$ cat src/sv/sspg_pkg.sv
package sspg_pkg;

   // Field widths
   localparam int RATE_WIDTH   = 16;
   localparam int CFG_WIDTH    = 20;
   localparam int MAX_WIDTH    = 15;
   localparam int QUO_WIDTH    = 20;
   localparam int DVSR_WIDTH   = 15;
   localparam int CNT_WIDTH    = 20;
   localparam int CSR_IDX_WIDTH = 3;
   localparam int STEP_WIDTH   = $clog2(QUO_WIDTH);

   // Register reset values
   localparam logic [CFG_WIDTH-1:0] PERIOD_NUMERATOR_RESET    = 20'd100000;
   localparam logic [MAX_WIDTH-1:0] MAX_RATE_RESET            = 15'd2000;
   localparam logic [CFG_WIDTH-1:0] HALF_STEP_THRESHOLD_RESET = 20'd8000;
   localparam logic [CFG_WIDTH-1:0] SPLIT_THRESHOLD_RESET     = 20'd1000;
   localparam logic [CFG_WIDTH-1:0] IDLE_WAIT_RESET           = 20'd1000;

   typedef enum logic [CSR_IDX_WIDTH-1:0] {
      CSR_PERIOD_NUMERATOR    = 3'd0,
      CSR_MAX_RATE            = 3'd1,
      CSR_HALF_STEP_THRESHOLD = 3'd2,
      CSR_SPLIT_THRESHOLD     = 3'd3,
      CSR_IDLE_WAIT           = 3'd4
   } csr_index_type;

   typedef enum logic [1:0] {
      CMD_NONE = 2'd0,
      CMD_FWD  = 2'd1,
      CMD_REV  = 2'd2,
      CMD_OFF  = 2'd3
   } cmd_type;

   typedef enum logic [1:0] {
      SEG_START   = 2'd0,
      SEG_ON_HALF = 2'd1,
      SEG_FINAL   = 2'd2
   } seg_type;

   typedef enum logic {
      CTRL_IDLE   = 1'b0,
      CTRL_DIVIDE = 1'b1
   } ctrl_state_type;

   localparam logic REQ_TICK      = 1'b0;
   localparam logic REQ_SET_SPEED = 1'b1;

   // Timing registers seen by the step timer
   typedef struct packed {
      logic [CFG_WIDTH-1:0] half_step_threshold;
      logic [CFG_WIDTH-1:0] split_threshold;
      logic [CFG_WIDTH-1:0] idle_wait;
   } timer_cfg_type;

   // One result item
   typedef struct packed {
      cmd_type command;
      logic    half_step;
   } result_type;

   // Wait lengths of zero become one tick
   function automatic logic [CNT_WIDTH-1:0] at_least_one(input logic [CNT_WIDTH-1:0] n);
      return (n == '0) ? CNT_WIDTH'(1) : n;
   endfunction

endpackage

$ cat src/sv/sspg_if.sv
interface sspg_req_if;
   logic                                     valid;
   logic                                     ready;
   logic                                     req_type;
   logic signed [sspg_pkg::RATE_WIDTH-1:0]   rate;

   modport source (output valid, output req_type, output rate, input ready);
   modport sink   (input valid, input req_type, input rate, output ready);
endinterface

interface sspg_rsp_if;
   logic        valid;
   logic        ready;
   logic [1:0]  command;
   logic        half_step;

   modport source (output valid, output command, output half_step, input ready);
   modport sink   (input valid, input command, input half_step, output ready);
endinterface

$ cat src/sv/sspg_divider.sv
module sspg_divider (
   input  logic                              clock,
   input  logic                              reset,
   input  logic                              start,
   input  logic [sspg_pkg::QUO_WIDTH-1:0]    dividend,
   input  logic [sspg_pkg::DVSR_WIDTH-1:0]   divisor,
   output logic                              done,
   output logic [sspg_pkg::QUO_WIDTH-1:0]    quotient
);

   logic [sspg_pkg::QUO_WIDTH-1:0]  quo_ff, quo_in;
   logic [sspg_pkg::DVSR_WIDTH-1:0] rem_ff, rem_in;
   logic [sspg_pkg::DVSR_WIDTH-1:0] dvsr_ff;
   logic [sspg_pkg::STEP_WIDTH-1:0] count_ff;
   logic                            busy_ff;
   logic                            done_ff;
   logic [sspg_pkg::DVSR_WIDTH:0]   trial;
   logic [sspg_pkg::DVSR_WIDTH:0]   diff;
   logic                            fits;

   // One restoring step: bring in the next dividend bit, subtract if it fits
   always_comb begin
      trial  = {rem_ff, quo_ff[sspg_pkg::QUO_WIDTH-1]};
      diff   = trial - {1'b0, dvsr_ff};
      fits   = (trial >= {1'b0, dvsr_ff});
      rem_in = fits ? diff[sspg_pkg::DVSR_WIDTH-1:0] : trial[sspg_pkg::DVSR_WIDTH-1:0];
      quo_in = {quo_ff[sspg_pkg::QUO_WIDTH-2:0], fits};
   end

   // Control: load on start, count quotient bits, pulse done
   always_ff @(posedge clock) begin
      if (reset) begin
         busy_ff  <= 1'b0;
         done_ff  <= 1'b0;
         count_ff <= '0;
      end else begin
         done_ff <= 1'b0;
         if (start) begin
            busy_ff  <= 1'b1;
            count_ff <= sspg_pkg::STEP_WIDTH'(sspg_pkg::QUO_WIDTH - 1);
         end else if (busy_ff) begin
            count_ff <= count_ff - 1'b1;
            if (count_ff == '0) begin
               busy_ff <= 1'b0;
               done_ff <= 1'b1;
            end
         end
      end
   end

   // Datapath shift registers
   always_ff @(posedge clock) begin
      if (start) begin
         quo_ff  <= dividend;
         rem_ff  <= '0;
         dvsr_ff <= divisor;
      end else if (busy_ff) begin
         quo_ff <= quo_in;
         rem_ff <= rem_in;
      end
   end

   assign done     = done_ff;
   assign quotient = quo_ff;

endmodule

$ cat src/sv/sspg_timer.sv
module sspg_timer (
   input  logic                             clock,
   input  logic                             reset,
   input  sspg_pkg::timer_cfg_type          cfg,
   input  logic                             period_wr,
   input  logic                             period_neg,
   input  logic [sspg_pkg::QUO_WIDTH-1:0]   period_mag,
   input  logic                             tick,
   output sspg_pkg::result_type             result
);

   logic                            neg_ff;
   logic [sspg_pkg::QUO_WIDTH-1:0]  mag_ff;
   logic [sspg_pkg::CNT_WIDTH-1:0]  cnt_ff, cnt_in;
   logic [sspg_pkg::CNT_WIDTH-1:0]  off_ff, off_in;
   sspg_pkg::seg_type               seg_ff, seg_in;
   logic                            half;
   logic [sspg_pkg::CNT_WIDTH-1:0]  step_time;
   logic [sspg_pkg::CNT_WIDTH-1:0]  split_half;

   // Step mode from the current period
   always_comb begin
      half       = (mag_ff >= cfg.half_step_threshold);
      step_time  = half ? {1'b0, mag_ff[sspg_pkg::QUO_WIDTH-1:1]} : mag_ff;
      split_half = sspg_pkg::at_least_one({1'b0, step_time[sspg_pkg::CNT_WIDTH-1:1]});
   end

   // Advance the wait on a tick, start a cycle or emit the off command
   always_comb begin
      result.command   = sspg_pkg::CMD_NONE;
      result.half_step = 1'b0;
      cnt_in           = cnt_ff;
      off_in           = off_ff;
      seg_in           = seg_ff;
      if (tick) begin
         if (cnt_ff > sspg_pkg::CNT_WIDTH'(1)) begin
            cnt_in = cnt_ff - 1'b1;
         end else if (seg_ff == sspg_pkg::SEG_ON_HALF) begin
            result.command = sspg_pkg::CMD_OFF;
            cnt_in         = off_ff;
            seg_in         = sspg_pkg::SEG_FINAL;
         end else if (mag_ff == '0) begin
            result.command = sspg_pkg::CMD_OFF;
            cnt_in         = sspg_pkg::at_least_one(cfg.idle_wait);
            seg_in         = sspg_pkg::SEG_FINAL;
         end else begin
            result.command   = neg_ff ? sspg_pkg::CMD_REV : sspg_pkg::CMD_FWD;
            result.half_step = half;
            if (step_time > cfg.split_threshold) begin
               cnt_in = split_half;
               off_in = split_half;
               seg_in = sspg_pkg::SEG_ON_HALF;
            end else begin
               cnt_in = sspg_pkg::at_least_one(step_time);
               seg_in = sspg_pkg::SEG_FINAL;
            end
         end
      end
   end

   always_ff @(posedge clock) begin
      if (reset) begin
         neg_ff <= 1'b0;
         mag_ff <= '0;
         cnt_ff <= '0;
         off_ff <= '0;
         seg_ff <= sspg_pkg::SEG_START;
      end else begin
         cnt_ff <= cnt_in;
         off_ff <= off_in;
         seg_ff <= seg_in;
         if (period_wr) begin
            neg_ff <= period_neg;
            mag_ff <= period_mag;
         end
      end
   end

endmodule

$ cat src/sv/stepper_speed_pulse_generator_top.sv
// Result: a result item is registered as its input item is accepted.
// Flow: after a tick or a set-speed item that stops or is out of range, the input is held
// only while a result item waits unaccepted; a set-speed item with an accepted nonzero rate
// also holds it while the bit-serial divider produces one of the 20 quotient bits per cycle.
// Reset: synchronous, active high; registers return to defaults, motor stopped, no
// clearing pass.
module stepper_speed_pulse_generator_top (
   input  logic                                 clock,
   input  logic                                 reset,
   sspg_req_if.sink                             req,
   sspg_rsp_if.source                           rsp,
   input  logic                                 csr_wr_en,
   input  logic [sspg_pkg::CSR_IDX_WIDTH-1:0]   csr_index,
   input  logic [sspg_pkg::CFG_WIDTH-1:0]       csr_data
);

   logic [sspg_pkg::CFG_WIDTH-1:0] period_numerator_ff;
   logic [sspg_pkg::MAX_WIDTH-1:0] max_rate_ff;
   sspg_pkg::timer_cfg_type        timer_cfg_ff;

   sspg_pkg::ctrl_state_type       state_ff, state_in;
   logic                           neg_ff;
   logic                           rsp_valid_ff;
   sspg_pkg::result_type           rsp_data_ff;

   logic                           accept;
   logic                           is_set;
   logic                           rate_neg;
   logic [sspg_pkg::RATE_WIDTH-1:0] rate_mag;
   logic                           rate_zero;
   logic                           rate_ok;
   logic                           div_start;
   logic                           div_done;
   logic [sspg_pkg::QUO_WIDTH-1:0] quotient;
   logic                           period_wr;
   logic [sspg_pkg::QUO_WIDTH-1:0] period_mag;
   sspg_pkg::result_type           tick_result;

   // Configuration registers
   always_ff @(posedge clock) begin
      if (reset) begin
         period_numerator_ff              <= sspg_pkg::PERIOD_NUMERATOR_RESET;
         max_rate_ff                      <= sspg_pkg::MAX_RATE_RESET;
         timer_cfg_ff.half_step_threshold <= sspg_pkg::HALF_STEP_THRESHOLD_RESET;
         timer_cfg_ff.split_threshold     <= sspg_pkg::SPLIT_THRESHOLD_RESET;
         timer_cfg_ff.idle_wait           <= sspg_pkg::IDLE_WAIT_RESET;
      end else if (csr_wr_en) begin
         case (sspg_pkg::csr_index_type'(csr_index))
            sspg_pkg::CSR_PERIOD_NUMERATOR:    period_numerator_ff <= csr_data;
            sspg_pkg::CSR_MAX_RATE:
               max_rate_ff <= csr_data[sspg_pkg::MAX_WIDTH-1:0];
            sspg_pkg::CSR_HALF_STEP_THRESHOLD: timer_cfg_ff.half_step_threshold <= csr_data;
            sspg_pkg::CSR_SPLIT_THRESHOLD:     timer_cfg_ff.split_threshold <= csr_data;
            sspg_pkg::CSR_IDLE_WAIT:           timer_cfg_ff.idle_wait <= csr_data;
            default: ;
         endcase
      end
   end

   // Decode the incoming item
   always_comb begin
      accept    = req.valid & req.ready;
      is_set    = (req.req_type == sspg_pkg::REQ_SET_SPEED);
      rate_neg  = req.rate[sspg_pkg::RATE_WIDTH-1];
      rate_mag  = rate_neg ? (~req.rate + 1'b1) : req.rate;
      rate_zero = (req.rate == '0);
      rate_ok   = (rate_mag <= {1'b0, max_rate_ff});
      div_start = accept & is_set & ~rate_zero & rate_ok;
      period_wr  = div_done | (accept & is_set & rate_zero);
      period_mag = div_done ? quotient : '0;
   end

   // Next state
   always_comb begin
      state_in = state_ff;
      case (state_ff)
         sspg_pkg::CTRL_IDLE:   if (div_start) state_in = sspg_pkg::CTRL_DIVIDE;
         sspg_pkg::CTRL_DIVIDE: if (div_done) state_in = sspg_pkg::CTRL_IDLE;
         default:               state_in = sspg_pkg::CTRL_IDLE;
      endcase
   end

   // Outputs of the state machine
   always_comb begin
      case (state_ff)
         sspg_pkg::CTRL_IDLE: req.ready = ~rsp_valid_ff | rsp.ready;
         default:             req.ready = 1'b0;
      endcase
   end

   always_ff @(posedge clock) begin
      if (reset) begin
         state_ff     <= sspg_pkg::CTRL_IDLE;
         rsp_valid_ff <= 1'b0;
      end else begin
         state_ff <= state_in;
         if (accept) begin
            rsp_valid_ff <= 1'b1;
         end else if (rsp.ready) begin
            rsp_valid_ff <= 1'b0;
         end
      end
   end

   // Hold the sign and the result payload
   always_ff @(posedge clock) begin
      if (div_start) begin
         neg_ff <= rate_neg;
      end
      if (accept) begin
         rsp_data_ff <= tick_result;
      end
   end

   sspg_divider u_divider (
      .clock    (clock),
      .reset    (reset),
      .start    (div_start),
      .dividend (period_numerator_ff),
      .divisor  (rate_mag[sspg_pkg::DVSR_WIDTH-1:0]),
      .done     (div_done),
      .quotient (quotient)
   );

   sspg_timer u_timer (
      .clock      (clock),
      .reset      (reset),
      .cfg        (timer_cfg_ff),
      .period_wr  (period_wr),
      .period_neg (neg_ff),
      .period_mag (period_mag),
      .tick       (accept & ~is_set),
      .result     (tick_result)
   );

   assign rsp.valid     = rsp_valid_ff;
   assign rsp.command   = rsp_data_ff.command;
   assign rsp.half_step = rsp_data_ff.half_step;

endmodule

$ cat src/flat_wrapper.sv
// flat-port wrapper written by rule: the top's interface ports become plain ports
module stepper_speed_pulse_generator_top_flat 
  (clock, reset, csr_wr_en, csr_index, csr_data, req_valid, req_req_type, req_rate, req_ready, rsp_valid, rsp_command, rsp_half_step, rsp_ready);
  sspg_req_if req_i ();
  sspg_rsp_if rsp_i ();
  input  logic clock;
  input  logic reset;
  input  logic csr_wr_en;
  input  logic [sspg_pkg::CSR_IDX_WIDTH-1:0] csr_index;
  input  logic [sspg_pkg::CFG_WIDTH-1:0] csr_data;
  input wire logic [$bits(req_i.valid)-1:0] req_valid;
  input wire logic [$bits(req_i.req_type)-1:0] req_req_type;
  input wire logic [$bits(req_i.rate)-1:0] req_rate;
  output wire logic [$bits(req_i.ready)-1:0] req_ready;
  output wire logic [$bits(rsp_i.valid)-1:0] rsp_valid;
  output wire logic [$bits(rsp_i.command)-1:0] rsp_command;
  output wire logic [$bits(rsp_i.half_step)-1:0] rsp_half_step;
  input wire logic [$bits(rsp_i.ready)-1:0] rsp_ready;
  assign req_i.valid = req_valid;
  assign req_i.req_type = req_req_type;
  assign req_i.rate = req_rate;
  assign req_ready = req_i.ready;
  assign rsp_valid = rsp_i.valid;
  assign rsp_command = rsp_i.command;
  assign rsp_half_step = rsp_i.half_step;
  assign rsp_i.ready = rsp_ready;
  stepper_speed_pulse_generator_top u_core (.clock(clock), .reset(reset), .req(req_i), .rsp(rsp_i), .csr_wr_en(csr_wr_en), .csr_index(csr_index), .csr_data(csr_data));
endmodule
$ cat config.mk
export PLATFORM = sky130hd
export DESIGN_NAME = stepper_speed_pulse_generator_top_flat
export DESIGN_NICKNAME = d
export VERILOG_FILES = /design/src/sv/sspg_pkg.sv /design/src/sv/sspg_if.sv /design/src/sv/sspg_divider.sv /design/src/sv/sspg_timer.sv /design/src/sv/stepper_speed_pulse_generator_top.sv /design/src/flat_wrapper.sv
export SDC_FILE = /design/constraint.sdc
export NUM_CORES = 1
export LEC_CHECK = 0
export BUFFER_PORTS_ARGS = -buffer_cell sky130_fd_sc_hd__buf_2
export CAP_MARGIN = 10
export CORE_MARGIN = 2
export CORE_UTILIZATION = 45
export DETAILED_ROUTE_END_ITERATION = 8
export GPL_TIMING_DRIVEN = 0
export MAX_ROUTING_LAYER = met4
export PLACE_DENSITY = 0.59
export SETUP_SLACK_MARGIN = 0.5
export SYNTH_ARGS = -nofsm -noshare
export SYNTH_HDL_FRONTEND = slang
export SYNTH_HIERARCHICAL = 1
export SYNTH_SLANG_ARGS = --single-unit
$ cat constraint.sdc
create_clock -name clock -period 10.5 [get_ports clock]
set_input_delay 1.575 -clock clock [delete_from_list [all_inputs] [get_ports clock]]
set_output_delay 1.575 -clock clock [all_outputs]
set_load 0.02 [all_outputs]
* Word level (Yosys, flattened, before mapping)
Index checks and enable logic that the tools add are counted.
** Operators by class
- $add $sub $neg :: 4
- Magnitude comparators :: 5
- Equality and inequality tests :: 5
- Muxes and demuxes :: 31
- Bitwise gates (word level) :: 18
- Reduce and logical (&&, ||, !) cells :: 20
** Operators with widths (number)
- 20-bit 2-to-1 mux :: 10
- 20-bit logical NOT :: 3
- 20-bit >= comparator :: 1
- 20-bit by 1-bit > comparator with 1-bit output, second input constant :: 1
- 20-bit > comparator :: 1
- 20-bit by 1-bit subtractor with 20-bit output, second input constant :: 1
- 19-bit logical NOT :: 1
- 19-bit 2-to-1 mux :: 1
- 16-bit by 1-bit adder with 16-bit output, second input constant :: 1
- 16-bit by 15-bit >= comparator with 1-bit output :: 1
- 16-bit by 15-bit <= comparator with 1-bit output :: 1
- 16-bit logical NOT :: 1
- 16-bit 2-to-1 mux :: 1
- 16-bit NOT :: 1
- 15-bit 2-to-1 mux :: 1
- 15-bit subtractor :: 1
- 2-bit 2-to-1 mux :: 6
- 2-bit AND reduction :: 6
- 5-bit 2-to-1 mux :: 2
- 1-bit 2-to-1 mux :: 9
- 1-bit NOT :: 9
- 1-bit bitwise AND :: 6
- 3-bit by 2-bit equality test with 1-bit output, second input constant :: 2
- 5-bit logical NOT :: 1
- other kinds (12) :: 15
** Storage, ports and cells
- Flip-flop bits (word level) :: 221
- Input port bits :: 45
- Output and inout bits :: 5
- Logic and storage cells :: 105

* Depth between registers and ports, before layout
Gate-level depths: netlist of the first run.
- Depth after elaboration :: 9
- Depth in mapped cells :: 21
- Depth with buffers taken out :: 17

* By module
Netlist of the first run, hierarchy kept.
** By module, submodules not included
- sspg_timer :: times used 1, cells an instance 611, area an instance 4829.6 µm², seq. area each 1241.2 µm²
- stepper_speed_pulse_generator_top :: times used 1, cells an instance 557, area an instance 4421.7 µm², seq. area each 2062.0 µm²
- sspg_divider :: times used 1, cells an instance 289, area an instance 3059.2 µm², seq. area each 1491.4 µm²

* Worst setup path after synthesis of the first run
Ideal clock, no wire load.
- Path kind :: input to register
- Start :: input req_rate[6]
- End :: register u_core.u_divider.quo_ff (netlist bit u_core/u_divider/quotient[0]) (enable)
- Library setup time :: 0.375 ns
- Arrival :: 6.168 ns
- Required time :: 10.125 ns
- Path slack :: 3.957 ns
- Stages on the path :: 15
- Path buffers :: 2
- Cell sequence :: or4_1 -> nor3_1 -> nand2b_1 -> o41ai_1 -> xnor2_1 -> ha_1 -> nand3_1 -> nor2_1 -> a221oi_1 -> a31oi_1 -> nor3b_1 -> clkbuf_1 -> nor2_1 -> clkbuf_1 -> inv_1
** Between the ends
- Longest elaborated chain between the ends :: 6
- Elaborated cells on any way between the ends :: 9
- Those cells by class :: 1 x add/sub; 1 x order compare; 1 x mux; 4 x bitwise; 2 x reduce/logical
** RTL lines
- start: declaration :: line flat_wrapper.sv:13 : input wire logic [$bits(req_i.rate)-1:0] req_rate;
- 16-bit NOT :: line stepper_speed_pulse_generator_top.sv:65 : rate_mag = rate_neg ? (~req.rate + 1'b1) : req.rate;
- 16-bit by 1-bit adder with 16-bit output :: line stepper_speed_pulse_generator_top.sv:65
- 16-bit 2-to-1 mux :: line stepper_speed_pulse_generator_top.sv:65
- net u_core.rate_mag (one bit) :: line stepper_speed_pulse_generator_top.sv:29 : logic [sspg_pkg::RATE_WIDTH-1:0] rate_mag;
- 16-bit by 15-bit <= comparator with 1-bit output :: line stepper_speed_pulse_generator_top.sv:67 : rate_ok = (rate_mag <= {1'b0, max_rate_ff});
- 1-bit bitwise AND :: line stepper_speed_pulse_generator_top.sv:68 : div_start = accept & is_set & ~rate_zero & rate_ok;
- net u_core.div_start :: line stepper_speed_pulse_generator_top.sv:32 : logic div_start;
- 2-bit nonzero test (no line)
- end signal: assignment :: line sspg_divider.sv:54 : quo_ff <= dividend;
- end signal: assignment :: line sspg_divider.sv:58 : quo_ff <= quo_in;
- end: declaration :: line sspg_divider.sv:11 : logic [sspg_pkg::QUO_WIDTH-1:0] quo_ff, quo_in;
The timed path passes the listed nets, and every way through them passes these cells.
A chain may end at the register's enable or synchronous reset.

* Final worst setup path of the first run
Ends and elaborated chain as after synthesis.

==> impl_summary.log, run 1 <==
INFO  metric drc_errors = 0
INFO  metric timing_worst_setup_path_type = in -> reg
INFO  metric post_cts_resized = 0
INFO  metric grt_overflow = 0
INFO  metric maxSlewHeadroom = between 40% and 50%
INFO  metric syn-instance-count = 1457
INFO  metric route.antenna.remaining_nets = 0
INFO  metric synth_seq_area_share = roughly 39%
INFO  metric leakagePower = approximately 5.6 nW
INFO  metric clock_path_buffers = 3
INFO  metric rsz0062_at_grt = no
INFO  metric num_rows = 60
INFO  metric clock_latency = 0.54 ns
INFO  metric die_area = 28700 um2
INFO  metric period_share = 59.9%
INFO  metric fillerInstances = 2660
INFO  metric worst-endpoint-required = 10.65 ns
INFO  metric r2r-end = u_core/u_timer/cnt_ff[2]
INFO  metric sequential_cell_area = 4790 um2
INFO  metric setup_viol = 0
INFO  metric grtUsageTotal = 26.8%
INFO  metric drt_wl_cell = approximately 20 um
INFO  metric total_detailed_routing_wirelength = 37600 um
INFO  metric timing_worst_slew_pin_value = 0.794 ns
INFO  metric ios = 50
INFO  metric rr_worst_depth = 19
INFO  metric nets = 1656
INFO  metric post_route_core_utilization = 51.7%
INFO  metric grt_pass1_wl = 58100 um
INFO  metric multi_input_area = 6790 um2
INFO  metric seq_power_share = between 30% and 40%
INFO  metric layout_min_cycle_time = 6.29 ns
INFO  metric drt-vias-per-instance = between 5 and 6
INFO  metric synth-main-ff-cell = dfxtp_1
INFO  metric power_density = 179 nW/um2
INFO  metric critPathMaxFanout = 20
INFO  metric synth_cell_types = 88
INFO  metric switching_share = 31.4%
INFO  metric comb_power_share = 23.3%
INFO  metric outcome = completed
INFO  metric synth_area_leader_cell = dfxtp_1
INFO  metric crit_path_end_kind = flip-flop
INFO  metric final_layout_size_suffix_gt1_share = about a tenth
INFO  metric synth.area.top_cells = dfxtp_1, edfxtp_1, ha_1
INFO  metric cts_hold_buf = 0
INFO  metric floorplan.die.height = ~170 um
INFO  metric cts_buffers = 26
INFO  metric cp_data_arrival_time = ~6.4 ns
INFO  metric fp.coreArea = 26900 um2
INFO  metric synth_async_sr_flop_share = 0%
INFO  metric setup-tns-final = 0 ns
INFO  metric dp_hpwl = 28500 um
INFO  metric hold_viol_final = 0
INFO  metric io_buffer_count = 49
INFO  metric power.share.clock = ~38%
INFO  metric largest_net_degree_at_the_start_of_global_routing = 21
INFO  metric tritoncts = done
INFO  metric hold_path.class = reg -> reg
INFO  metric timing.reg2reg.setup_slack = 4.79 ns
INFO  metric die_x = 169 um
INFO  metric syn_avg_cell_area = 8.45 um2
INFO  metric timing.clock.skew = 0.0265 ns
INFO  metric clock_sink_count = 220
INFO  metric vias_in_the_first_global_route = 10068
INFO  metric synth_fp_nets = 1578
INFO  metric drt_first_pass_iters = 5
INFO  metric number_of_violations_reported_at_the_end_of_detailed_routing_iteration_0 = 873
INFO  metric postCtsSetupBuffers = 0
INFO  metric holdPathStages = 2
INFO  metric area.growth.synth_to_final = 12.9%
INFO  metric synth_edf_count = 39
INFO  metric ctsHtreeMaxLevel = 1
INFO  metric reg2reg_from = u_core/u_timer/mag_ff[19]
INFO  metric crit_path_end = u_core/u_divider/quotient[0]
INFO  metric finalWeightedCongestion = roughly 0.95
INFO  metric worst_setup_path_start = req_rate[6]
INFO  metric max_freq = 0.159 GHz
INFO  metric antenna-diode-count = 0
INFO  metric path_clk_slew = about 0.070 ns
INFO  metric number_of_antenna_violations_at_the_first_check_in_global_routing = 0
INFO  metric ys_seq_elements = 220
INFO  metric initial_core_util = between 40% and 50%
INFO  metric ys_warn_count = 6
INFO  metric vias = 10767
INFO  metric p_int = 1.71 mW
INFO  metric vdd_ir_drop_max = about 0.13 mV
INFO  metric timing.max_cap.violations = 0
INFO  metric synthesis.area = between 10000 and 15000 um2
INFO  metric post-synth-top-area-fraction = 29.4%
INFO  metric power_switching = 0.785 mW
INFO  metric critical_path_start_type = input pin
INFO  metric slew_viol_final = 0
INFO  metric cts.root.buffer_cell = clkbuf_16
## routing by layer
layer	track usage [%]	vias up	share of wire, %
li1	-	5280	-
met1	37.9	5078	48
met2	41.2	355	44
met3	3.73	54	6.0
met4	5.35	0	1.8
met5	-	-	0
## logic make-up (layout without fill, tap and decap cells)
family	count (synthesis)	count (layout)	synth area share, %
adders and majority gates	76	76	7.79
xor gates and xnor gates	32	32	2.43
muxes	77	77	6.62
AOI/OAI and AO/OA	323	323	17.1
buffers and inverters	175	273	5.92
and+or+nand+nor	554	554	21.2
DFF	220	220	38.9
## metrics by stage
| stage | setup slack [ns] | instance area (um2) | hold WS, ns | instances | power (mW) |
|---|---|---|---|---|---|
| finish | 4.21 | 13900 | 0.456 | 1896 | 2.50 |
| global route | 3.70 | 13900 | 0.471 | 1896 | 2.62 |
| CTS | 4.22 | 13900 | 0.456 | 1896 | 2.50 |
| global placement | 2.50 | 13000 | 0.443 | 1847 | 1.55 |
| detailed placement | 3.68 | 13000 | 0.448 | 1848 | 1.56 |
| floorplan | 3.96 | 12300 | 0.433 | 1457 | 1.40 |
## worst max-delay path, stage by stage
cell	delay, ns
buf_2	0.11
or4_1	0.57
nor3_1	0.28
nand2b_1	0.17
o41ai_1	0.33
xnor2_1	0.27
ha_1	0.32
nand3_1	0.14
nor2_1	0.07
a221oi_1	0.34
a31oi_1	0.18
nor3b_2	0.51
clkbuf_1	0.49
nor2_1	0.11
clkbuf_1	0.30
inv_1	0.68
## cell usage after synthesis (all sizes together), types with 21 or more instances
master / number
edfxtp: 39
o21ai: 57
clkbuf: 59
nand2: 244
and2: 26
mux2i: 48
nor3: 24
a211oi: 21
mux2: 29
a21oi: 133
ha: 75
dfxtp: 181
inv: 97
nor2: 125
xnor2: 23
nand3b: 24
## cell type report
cell class	count	area share (%)
Multi-Input combinational cell	1062	48.9
Sequential cell	220	34.5
Clock buffer	34	5.26
Tap cell	341	3.07
Buffer	78	2.62
Inverter	97	2.62
Timing Repair Buffer	50	1.84
Clock inverter	14	1.25
## registers in the layout, indices dropped and copies added (netlist names), 5 cells and up
signal,flops
u_core/u_timer/cnt_ff,20
u_core/u_divider/rem_ff,15
u_core/timer_cfg_ff,60
u_core/u_timer/mag_ff,20
u_core/u_timer/off_ff,19
u_core/max_rate_ff,15
u_core/period_numerator_ff,20
u_core/u_divider/count_ff,5
u_core/u_divider/dvsr_ff,15
u_core/u_divider/quotient,20
## how the worst min path moves through the flow
stage	from	to	slack (ns)
2_1_floorplan	u_core/period_numerator_ff[11]	u_core/period_numerator_ff[11]	0.43
3_3_place_gp	u_core/max_rate_ff[3]	u_core/max_rate_ff[3]	0.44
3_5_place_dp	u_core/timer_cfg_ff[45]	u_core/timer_cfg_ff[45]	0.45
4_1_cts	u_core/timer_cfg_ff[45]	u_core/timer_cfg_ff[45]	0.46
5_1_grt	u_core/max_rate_ff[11]	u_core/max_rate_ff[11]	0.47
6_report	u_core/max_rate_ff[11]	u_core/max_rate_ff[11]	0.46
## power by group through the flow
| stage | sequential (mW) | combinational [mW] | clock [mW] |
|---|---|---|---|
| CTS | 0.967 | 0.576 | 0.960 |
| floorplan | 0.972 | 0.429 | 0 |
| finish | 0.969 | 0.582 | 0.945 |
| global placement | 0.984 | 0.569 | 0 |
| global route | 0.975 | 0.647 | 0.996 |
| detailed placement | 0.985 | 0.573 | 0 |
## cell usage in the layout, fill, tap and decap left out, types with 12 or more instances in the layout
cell       netlist  layout
dfxtp_1        181     181
xnor2_1         22      22
nand3b_1        24      24
buf_2            5      54
nor4_1          17      17
a211oi_1        21      21
mux2_2          26      26
inv_1           96      96
nor2_1         124     124
nand2_1        244     244
nand2b_1        17      17
a31oi_1         12      12
mux2i_1         47      47
clkbuf_16        0      27
edfxtp_1        39      39
a21oi_1        130     130
o21ai_0         54      54
ha_1            75      75
nor3_1          23      23
nand3_1         17      17
clkbuf_1        57      61
and2_1          25      25
Note: power is estimated with default switching activity, not from simulation.
==> run 2, diff against run 1 <==
--- a/config.mk
+++ b/config.mk
@@ -12,7 +12,7 @@
 export DETAILED_ROUTE_END_ITERATION = 8
 export GPL_TIMING_DRIVEN = 0
 export MAX_ROUTING_LAYER = met4
-export PLACE_DENSITY = 0.59
+export PLACE_DENSITY = 0.62
 export SETUP_SLACK_MARGIN = 0.5
 export SYNTH_ARGS = -nofsm -noshare
 export SYNTH_HDL_FRONTEND = slang
==> constraint.sdc (replaced) <==
create_clock -name clock -period 5.1 [get_ports clock]
set_input_delay 0.765 -clock clock [delete_from_list [all_inputs] [get_ports clock]]
set_output_delay 0.765 -clock clock [all_outputs]
set_load 0.02 [all_outputs]
==> run 2 against run 1 <==
Against the previous run: combinational power is 110% higher; global-route usage fell by 0.17 points; cell count grew 1.6%; critical path type is now reg -> reg; utilization rose by 2.4 points; clock skew up 0.0052 ns; non-clock buffer count grew 30; worst setup slack worse by 3.7 ns; cell area rose by 4.7%.
==> impl_summary.log, run 2 (synthesis gave the netlist of run 1 again) <==
INFO  metric final_cells = 1927 (was 1896)
INFO  metric critical_path.cell_chain = ha_1, nand4_1, nor3_4, nand4_2, o211ai_4, buf_12, buf_12, mux2i_4, inv_2, ha_4, nand4_1, nor4_2, buf_4, and2_1, a31oi_2, buf_6, xnor2_4, o221ai_2, a211o_1, a31oi_1 (was buf_2, or4_1, nor3_1, nand2b_1, o41ai_1, xnor2_1, ha_1, nand3_1, nor2_1, a221oi_1, a31oi_1, nor3b_2, clkbuf_1, nor2_1, clkbuf_1, inv_1)
INFO  metric power_density = 347 nW/um2 (was 179 nW/um2)
INFO  metric leakagePower = 5.73 nW (was 5.55 nW)
INFO  metric drc_errors = 0 (unchanged)
INFO  metric largest_net_degree_at_the_start_of_global_routing = 17 (was 21)
INFO  metric cts_buffers = 26 (unchanged)
INFO  metric initial_core_util = 45.8% (unchanged)
INFO  metric drt-vias-per-instance = 5.73 (was 5.68)
INFO  metric top_register = u_core/timer_cfg_ff (unchanged)
INFO  metric critical_path_start_type = flip-flop (was input pin)
INFO  metric fp.coreArea = 26900 um2 (unchanged)
INFO  metric slowest_stage = dfxtp_2 (was inv_1)
INFO  metric timing.clock.skew = 0.0316 ns (was 0.0265 ns)
INFO  metric num_rows = 60 (unchanged)
INFO  metric rsz0062_at_grt = yes (was no)
INFO  metric setup_viol = 0 (unchanged)
INFO  metric vias = 11045 (was 10767)
INFO  metric maxUsedRoutingLayer = met4 (unchanged)
INFO  metric floorplan.die.height = 169 um (unchanged)
INFO  metric clock_latency = 0.55 ns (was 0.54 ns)
INFO  metric number_of_violations_reported_at_the_end_of_detailed_routing_iteration_0 = 982 (was 873)
INFO  metric max_stage_delay = 0.37 ns (was 0.68 ns)
INFO  metric drt_wl_cell = 19.7 um (was 19.8 um)
INFO  metric setup-tns-final = 0 ns (unchanged)
INFO  metric ios = 50 (unchanged)
INFO  metric routed_met2_length = 16900 um (was 16500 um)
INFO  metric drt_first_pass_iters = 5 (unchanged)
INFO  metric detailedPlace.worstSlack = -0.404 ns (was 3.68 ns)
INFO  metric antenna-diode-count = 0 (unchanged)
INFO  metric mostFrequentLayoutCells = nand2_1, dfxtp_1, a21oi_1, nor2_1, inv_1 (unchanged)
INFO  metric die_area = 28700 um2 (unchanged)
INFO  metric io_buffer_count = 49 (unchanged)
INFO  metric outcome = completed (unchanged)
INFO  metric total_detailed_routing_wirelength = 38000 um (was 37600 um)
INFO  metric hold_viol_final = 0 (unchanged)
INFO  metric crit_path_end_kind = flip-flop (unchanged)
INFO  metric tritoncts = done (unchanged)
INFO  metric slew_viol_final = 0 (unchanged)
INFO  metric path_clk_slew = 0.06 ns (was 0.07 ns)
INFO  metric reg2reg_from = u_core/u_timer/mag_ff[17] (was u_core/u_timer/mag_ff[19])
INFO  metric grtUsageTotal = 26.6% (was 26.8%)
INFO  metric cts.root.buffer_cell = clkbuf_16 (unchanged)
INFO  metric fin_ws = 0.535 ns (was 4.21 ns)
INFO  metric period_share = slightly below 90%
INFO  metric holdPathStages = 1 (was 2)
INFO  metric timing.reg2reg.setup_slack = 0.53 ns (was 4.79 ns)
INFO  metric mostFrequentLayoutCell = nand2_1 (unchanged)
INFO  metric hold_path.class = in -> reg (was reg -> reg)
INFO  metric worst-endpoint-required = 5.54 ns (was 10.65 ns)
INFO  metric die_x = 169 um (unchanged)
INFO  metric max_freq = 0.219 GHz
INFO  metric post_route_core_utilization = 54.2% (was 51.7%)
INFO  metric timing.max_cap.violations = 0 (unchanged)
INFO  metric ctsHtreeMaxLevel = 1 (unchanged)
INFO  metric timing_worst_setup_path_type = reg -> reg (was in -> reg)
INFO  metric route.antenna.remaining_nets = 0 (unchanged)
INFO  metric placed_cells_incl_taps = 1847 (was 1848)
INFO  metric vias_in_the_first_global_route = 10153 (was 10068)
INFO  metric layout_min_cycle_time = 4.57 ns
INFO  metric dp_hpwl = 27900 um (was 28500 um)
INFO  metric vdd_ir_drop_max = 0.271 mV (was 0.127 mV)
INFO  metric worst_setup_path_start = u_core/u_timer/mag_ff[17] (was req_rate[6])
INFO  metric total_power = 5.05 mW (was 2.50 mW)
INFO  metric crit_path_end = u_core/u_timer/cnt_ff[3] (was u_core/u_divider/quotient[0])
INFO  metric met3_length = 2490 um (was 2250 um)
INFO  metric r2r-end = u_core/u_timer/cnt_ff[3] (was u_core/u_timer/cnt_ff[2])
INFO  metric area.growth.synth_to_final = 18.3% (was 12.9%)
INFO  metric largest_reg_flops = 60 (unchanged)
INFO  metric nets = 1687 (was 1656)
INFO  metric met1Wirelength = 17800 um (was 18200 um)
INFO  metric rr_worst_depth = 20 (was 19)
INFO  metric grt_overflow = 0 (unchanged)
INFO  metric critPathMaxFanout = 7 (was 20)
INFO  metric clock_sink_count = 220 (unchanged)
INFO  metric fillerInstances = 2517 (was 2660)
INFO  metric final_layout_size_suffix_gt1_share = 16.2% (was 10.5%)
INFO  metric finalWeightedCongestion = 0.935 (was 0.953)
INFO  metric maxSlewHeadroom = 47.6% (was 47.0%)
INFO  metric grt_pass1_wl = 58200 um (was 58100 um)
INFO  metric clock_path_buffers = 3 (unchanged)
INFO  metric cp_data_arrival_time = 5.01 ns (was 6.44 ns)
INFO  metric timing_worst_slew_pin_value = 0.786 ns (was 0.794 ns)
INFO  metric number_of_antenna_violations_at_the_first_check_in_global_routing = 0 (unchanged)
[run 2: layout make-up]
cell class              instances  area, um2  share of cell area, %
repair inverters                1       7.51                 0.0516
well taps                     341        427                   2.93
multi-input cells            1062       7150                   49.1
plain buffers                  78        410                   2.82
repair buffers                 80        538                   3.69
clock inverters                17        160                   1.10
inverters                      97        368                   2.53
flip-flops and latches        220       4820                   33.1
clock buffers                  31        683                   4.69
[run 2: what timing repair did]
item,4_1_cts,5_1_grt
pin swaps,12,29
hold buffers,0,0
setup endpoints to repair,84,57
buffers inserted,9,19
resized for setup,31,56
gates cloned,1,3
[run 2: stage by stage]
step                hold WS, ns  instance area (um2)
CTS                       0.438                14100
finish                    0.448                14600
floorplan                 0.433                12400
detailed placement        0.447                13000
global placement          0.443                13000
global route              0.437                14600
[run 2: worst min-delay path by stage]
stage / startpoint / to / slack [ns]
after global routing: req_rate[15] / u_core/neg_ff / 0.44
after detailed placement: u_core/period_numerator_ff[12] / u_core/period_numerator_ff[12] / 0.45
after floorplan: u_core/period_numerator_ff[11] / u_core/period_numerator_ff[11] / 0.43
after CTS: req_rate[15] / u_core/neg_ff / 0.44
final: req_rate[15] / u_core/neg_ff / 0.45
after global placement: u_core/period_numerator_ff[4] / u_core/period_numerator_ff[4] / 0.44
[run 2: worst max-delay path: cells and delay by family, from the launching register on]
kind | cells | cell delay (ns)
buffers and inverters | 5 | 0.73
muxes | 1 | 0.29
DFF | 1 | 0.37
AOI/OAI and AO/OA | 5 | 1.10
xor gates and xnor gates | 1 | 0.21
and+or+nand+nor | 6 | 1.19
adders and majority gates | 2 | 0.58
[run 2: report_power, final]
part           total [mW]  switching [mW]  leakage, nW  internal (mW)
combinational        1.22           0.756         3.48          0.466
sequential           1.99           0.106         1.83           1.89
clock                1.83           0.770        0.414           1.06
total                5.05            1.63         5.73           3.42
[run 2: per-layer routing]
layer	global-route usage, %	vias to the layer above
met5	-	-
met4	4.91	0
met3	3.38	57
met2	40.8	417
met1	38.2	5216
li1	-	5355
==> run 3, diff against run 2 <==
--- a/config.mk
+++ b/config.mk
@@ -8,11 +8,11 @@
 export BUFFER_PORTS_ARGS = -buffer_cell sky130_fd_sc_hd__buf_2
 export CAP_MARGIN = 10
 export CORE_MARGIN = 2
-export CORE_UTILIZATION = 45
+export CORE_UTILIZATION = 49
 export DETAILED_ROUTE_END_ITERATION = 8
 export GPL_TIMING_DRIVEN = 0
 export MAX_ROUTING_LAYER = met4
-export PLACE_DENSITY = 0.62
+export PLACE_DENSITY = 0.66
 export SETUP_SLACK_MARGIN = 0.5
 export SYNTH_ARGS = -nofsm -noshare
 export SYNTH_HDL_FRONTEND = slang
==> run 3 against run 2 <==
Against the previous run: count of clock-buffer cells in the layout is 7 higher; combinational power about the same; register-to-register slack worse by 0.02 ns; largest power group unchanged.
==> impl_summary.log, run 3 (synthesis gave the netlist of run 1 again) <==
INFO  metric route.antenna.remaining_nets = 0 (unchanged)
INFO  metric clock_path_buffers = 3 (unchanged)
INFO  metric tritoncts = done (unchanged)
INFO  metric timing_worst_setup_path_type = reg -> reg (unchanged)
INFO  metric setup_viol = 0 (unchanged)
INFO  metric crit_path_end_kind = flip-flop (unchanged)
INFO  metric antenna-diode-count = 0 (unchanged)
INFO  metric timing.clock.skew = 0.0148 ns (was 0.0316 ns)
INFO  metric grtUsageTotal = 28.7% (was 26.6%)
INFO  metric p_int = 3.45 mW (was 3.42 mW)
INFO  metric mostFrequentLayoutCells = nand2_1, dfxtp_1, a21oi_1, nor2_1, inv_1 (unchanged)
INFO  metric total_detailed_routing_wirelength = 37700 um (was 38000 um)
INFO  metric timing.reg2reg.setup_slack = 0.52 ns (was 0.53 ns)
INFO  metric hold_path.class = reg -> reg (was in -> reg)
INFO  metric die_area = 26400 um2 (was 28700 um2)
INFO  metric drt_first_pass_iters = 5 (unchanged)
INFO  metric critical_path_start_type = flip-flop (unchanged)
INFO  metric multi_input_area = 7080 um2 (was 7150 um2)
INFO  metric mostFrequentLayoutCell = nand2_1 (unchanged)
INFO  metric cts.root.buffer_cell = clkbuf_16 (unchanged)
INFO  metric seq_power_share = 39.5% (about the same)
INFO  metric final_layout_size_suffix_gt1_share = 15.2% (was 16.2%)
INFO  metric cp_data_arrival_time = 4.98 ns (was 5.01 ns)
INFO  metric finalWeightedCongestion = 0.982 (was 0.935)
INFO  metric outcome = completed (unchanged)
INFO  metric vias_in_the_first_global_route = 10285 (was 10153)
INFO  metric die_x = 163 um (was 169 um)
INFO  metric crit_path_end = u_core/u_timer/cnt_ff[4] (was u_core/u_timer/cnt_ff[3])
INFO  metric layout_min_cycle_time = 4.58 ns (was 4.57 ns)
INFO  metric clock_latency = 0.53 ns (was 0.55 ns)
INFO  metric r2r-end = u_core/u_timer/cnt_ff[4] (was u_core/u_timer/cnt_ff[3])
INFO  metric rsz0062_at_grt = yes (unchanged)
INFO  metric drt_wl_cell = 19.7 um (about the same)
INFO  metric timing_worst_slew_pin_value = 0.796 ns (was 0.786 ns)
INFO  metric grt_pass1_wl = 57600 um (was 58200 um)
INFO  metric ctsHtreeMaxLevel = 1 (unchanged)
INFO  metric post_route_core_utilization = 58.1% (was 54.2%)
INFO  metric max_freq = 0.218 GHz (was 0.219 GHz)
INFO  metric power.share.clock = 36.2% (was 36.3%)
INFO  metric leakagePower = 5.74 nW (was 5.73 nW)
INFO  metric switching_share = 31.5% (was 32.3%)
INFO  metric ios = 50 (unchanged)
INFO  metric fp.coreArea = 24900 um2 (was 26900 um2)
INFO  metric worst_setup_path_start = u_core/timer_cfg_ff[49] (was u_core/u_timer/mag_ff[17])
INFO  metric worst-endpoint-required = 5.50 ns (was 5.54 ns)
INFO  metric largest_net_degree_at_the_start_of_global_routing = 17 (unchanged)
INFO  metric power_density = 349 nW/um2 (was 347 nW/um2)
INFO  metric maxSlewHeadroom = 47.0% (was 47.6%)
INFO  metric area.growth.synth_to_final = 17.5% (was 18.3%)
INFO  metric sequential_cell_area = 4820 um2 (about the same)
INFO  metric nets = 1686 (was 1687)
INFO  metric top_register = u_core/timer_cfg_ff (unchanged)
INFO  metric path_clk_slew = 0.06 ns (about the same)
INFO  metric comb_power_share = 24.3% (was 24.2%)
INFO  metric floorplan.die.height = 163 um (was 169 um)
INFO  metric vias = 11166 (was 11045)
INFO  metric clock_sink_count = 220 (unchanged)
INFO  metric reg2reg_from = u_core/timer_cfg_ff[49] (was u_core/u_timer/mag_ff[17])
INFO  metric power_switching = 1.59 mW (was 1.63 mW)
INFO  metric num_rows = 58 (was 60)
INFO  metric fillerInstances = 2228 (was 2517)
INFO  metric drc_errors = 0 (unchanged)
INFO  metric drt-vias-per-instance = 5.84 (was 5.73)
INFO  metric largest_reg_flops = 60 (unchanged)
INFO  metric rr_worst_depth = 21 (was 20)
INFO  metric setup-tns-final = 0 ns (unchanged)
INFO  metric cts_buffers = 25 (was 26)
INFO  metric number_of_antenna_violations_at_the_first_check_in_global_routing = 0 (unchanged)
INFO  metric grt_overflow = 0 (unchanged)
INFO  metric timing.max_cap.violations = 0 (unchanged)
INFO  metric initial_core_util = 49.5% (was 45.8%)
INFO  metric slew_viol_final = 0 (unchanged)
INFO  metric period_share = 89.8% (was 89.5%)
INFO  metric io_buffer_count = 49 (unchanged)
INFO  metric number_of_violations_reported_at_the_end_of_detailed_routing_iteration_0 = 980 (was 982)
INFO  metric vdd_ir_drop_max = 0.241 mV (was 0.271 mV)
INFO  metric dp_hpwl = 27500 um (was 27900 um)
INFO  metric critPathMaxFanout = 8 (was 7)
INFO  metric hold_viol_final = 0 (unchanged)
run 3: changes by cell type in the layout (fill, tap and decap cells not counted), sizes merged:
cell,before,now
clkbuf,93,101
clkinv,12,2
buf,96,95
run 3: critical path, cell delays in order (launching register included):
cell	delay, ns
dfxtp_2	0.33
inv_2	0.06
ha_4	0.25
a21o_1	0.16
a221o_1	0.33
a221oi_4	0.36
o211ai_4	0.13
buf_8	0.17
buf_4	0.14
buf_4	0.13
mux2i_1	0.40
inv_1	0.10
ha_1	0.30
and4_1	0.21
and2_1	0.16
a31oi_2	0.22
buf_4	0.19
buf_6	0.10
a21oi_4	0.04
a221o_1	0.36
o211ai_1	0.18
a21oi_1	0.13
run 3: area by class of cell:
type                            count  share of cell area [%]
Buffer                             78                    2.97
Clock buffer                       38                    5.11
Clock inverter                      7                   0.649
Inverter                           97                    2.54
Multi-Input combinational cell   1062                    48.9
Sequential cell                   220                    33.3
Tap cell                          330                    2.85
Timing Repair Buffer               80                    3.58
Timing Repair inverter              1                  0.0519
run 3: metal layers:
layer,routed length (um),share of wire [%],track usage [%]
met5,0,0,-
met4,1060,2.8,7.48
met2,16700,44,44.1
met3,3010,8.0,4.35
met1,16900,45,39.7
run 3: power by group through the flow:
stage | combinational, mW | sequential (mW) | clock, mW
final | 1.23 | 1.99 | 1.82
after global routing | 1.35 | 2.01 | 1.93
after CTS | 1.20 | 1.99 | 1.85
after detailed placement | 1.18 | 2.03 | 0
after global placement | 1.16 | 2.03 | 0
after floorplan | 0.887 | 2.00 | 0
run 3: what timing repair did:
action / CTS / global route
buffers inserted: 11 / 18
pin swaps: 11 / 26
hold buffers: 0 / 0
endpoints found under the setup margin: 85 / 59
resized for setup: 34 / 51
cloned: 1 / 2
run 3: through the flow:
| step | power (mW) | cell area [um2] | instances | setup slack [ns] | hold slack (ns) |
|---|---|---|---|---|---|
| floorplan | 2.89 | 12400 | 1457 | 0.523 | 0.433 |
| global placement | 3.19 | 13000 | 1836 | -0.384 | 0.440 |
| detailed placement | 3.21 | 13000 | 1836 | -0.446 | 0.446 |
| CTS | 5.04 | 14100 | 1893 | 0.469 | 0.449 |
| global route | 5.28 | 14500 | 1913 | 0.360 | 0.444 |
| finish | 5.05 | 14500 | 1913 | 0.519 | 0.454 |
run 3: worst min path at each step:
stage                                        start  cells past startpoint                        endpoint  slack (ns)
global route                          req_rate[15]                      1                   u_core/neg_ff        0.44
floorplan           u_core/period_numerator_ff[11]                      2  u_core/period_numerator_ff[11]        0.43
finish                       u_core/max_rate_ff[5]                      2           u_core/max_rate_ff[5]        0.45
CTS                                   req_rate[15]                      1                   u_core/neg_ff        0.45
detailed placement  u_core/period_numerator_ff[12]                      2  u_core/period_numerator_ff[12]        0.45
global placement    u_core/period_numerator_ff[12]                      2  u_core/period_numerator_ff[12]        0.44
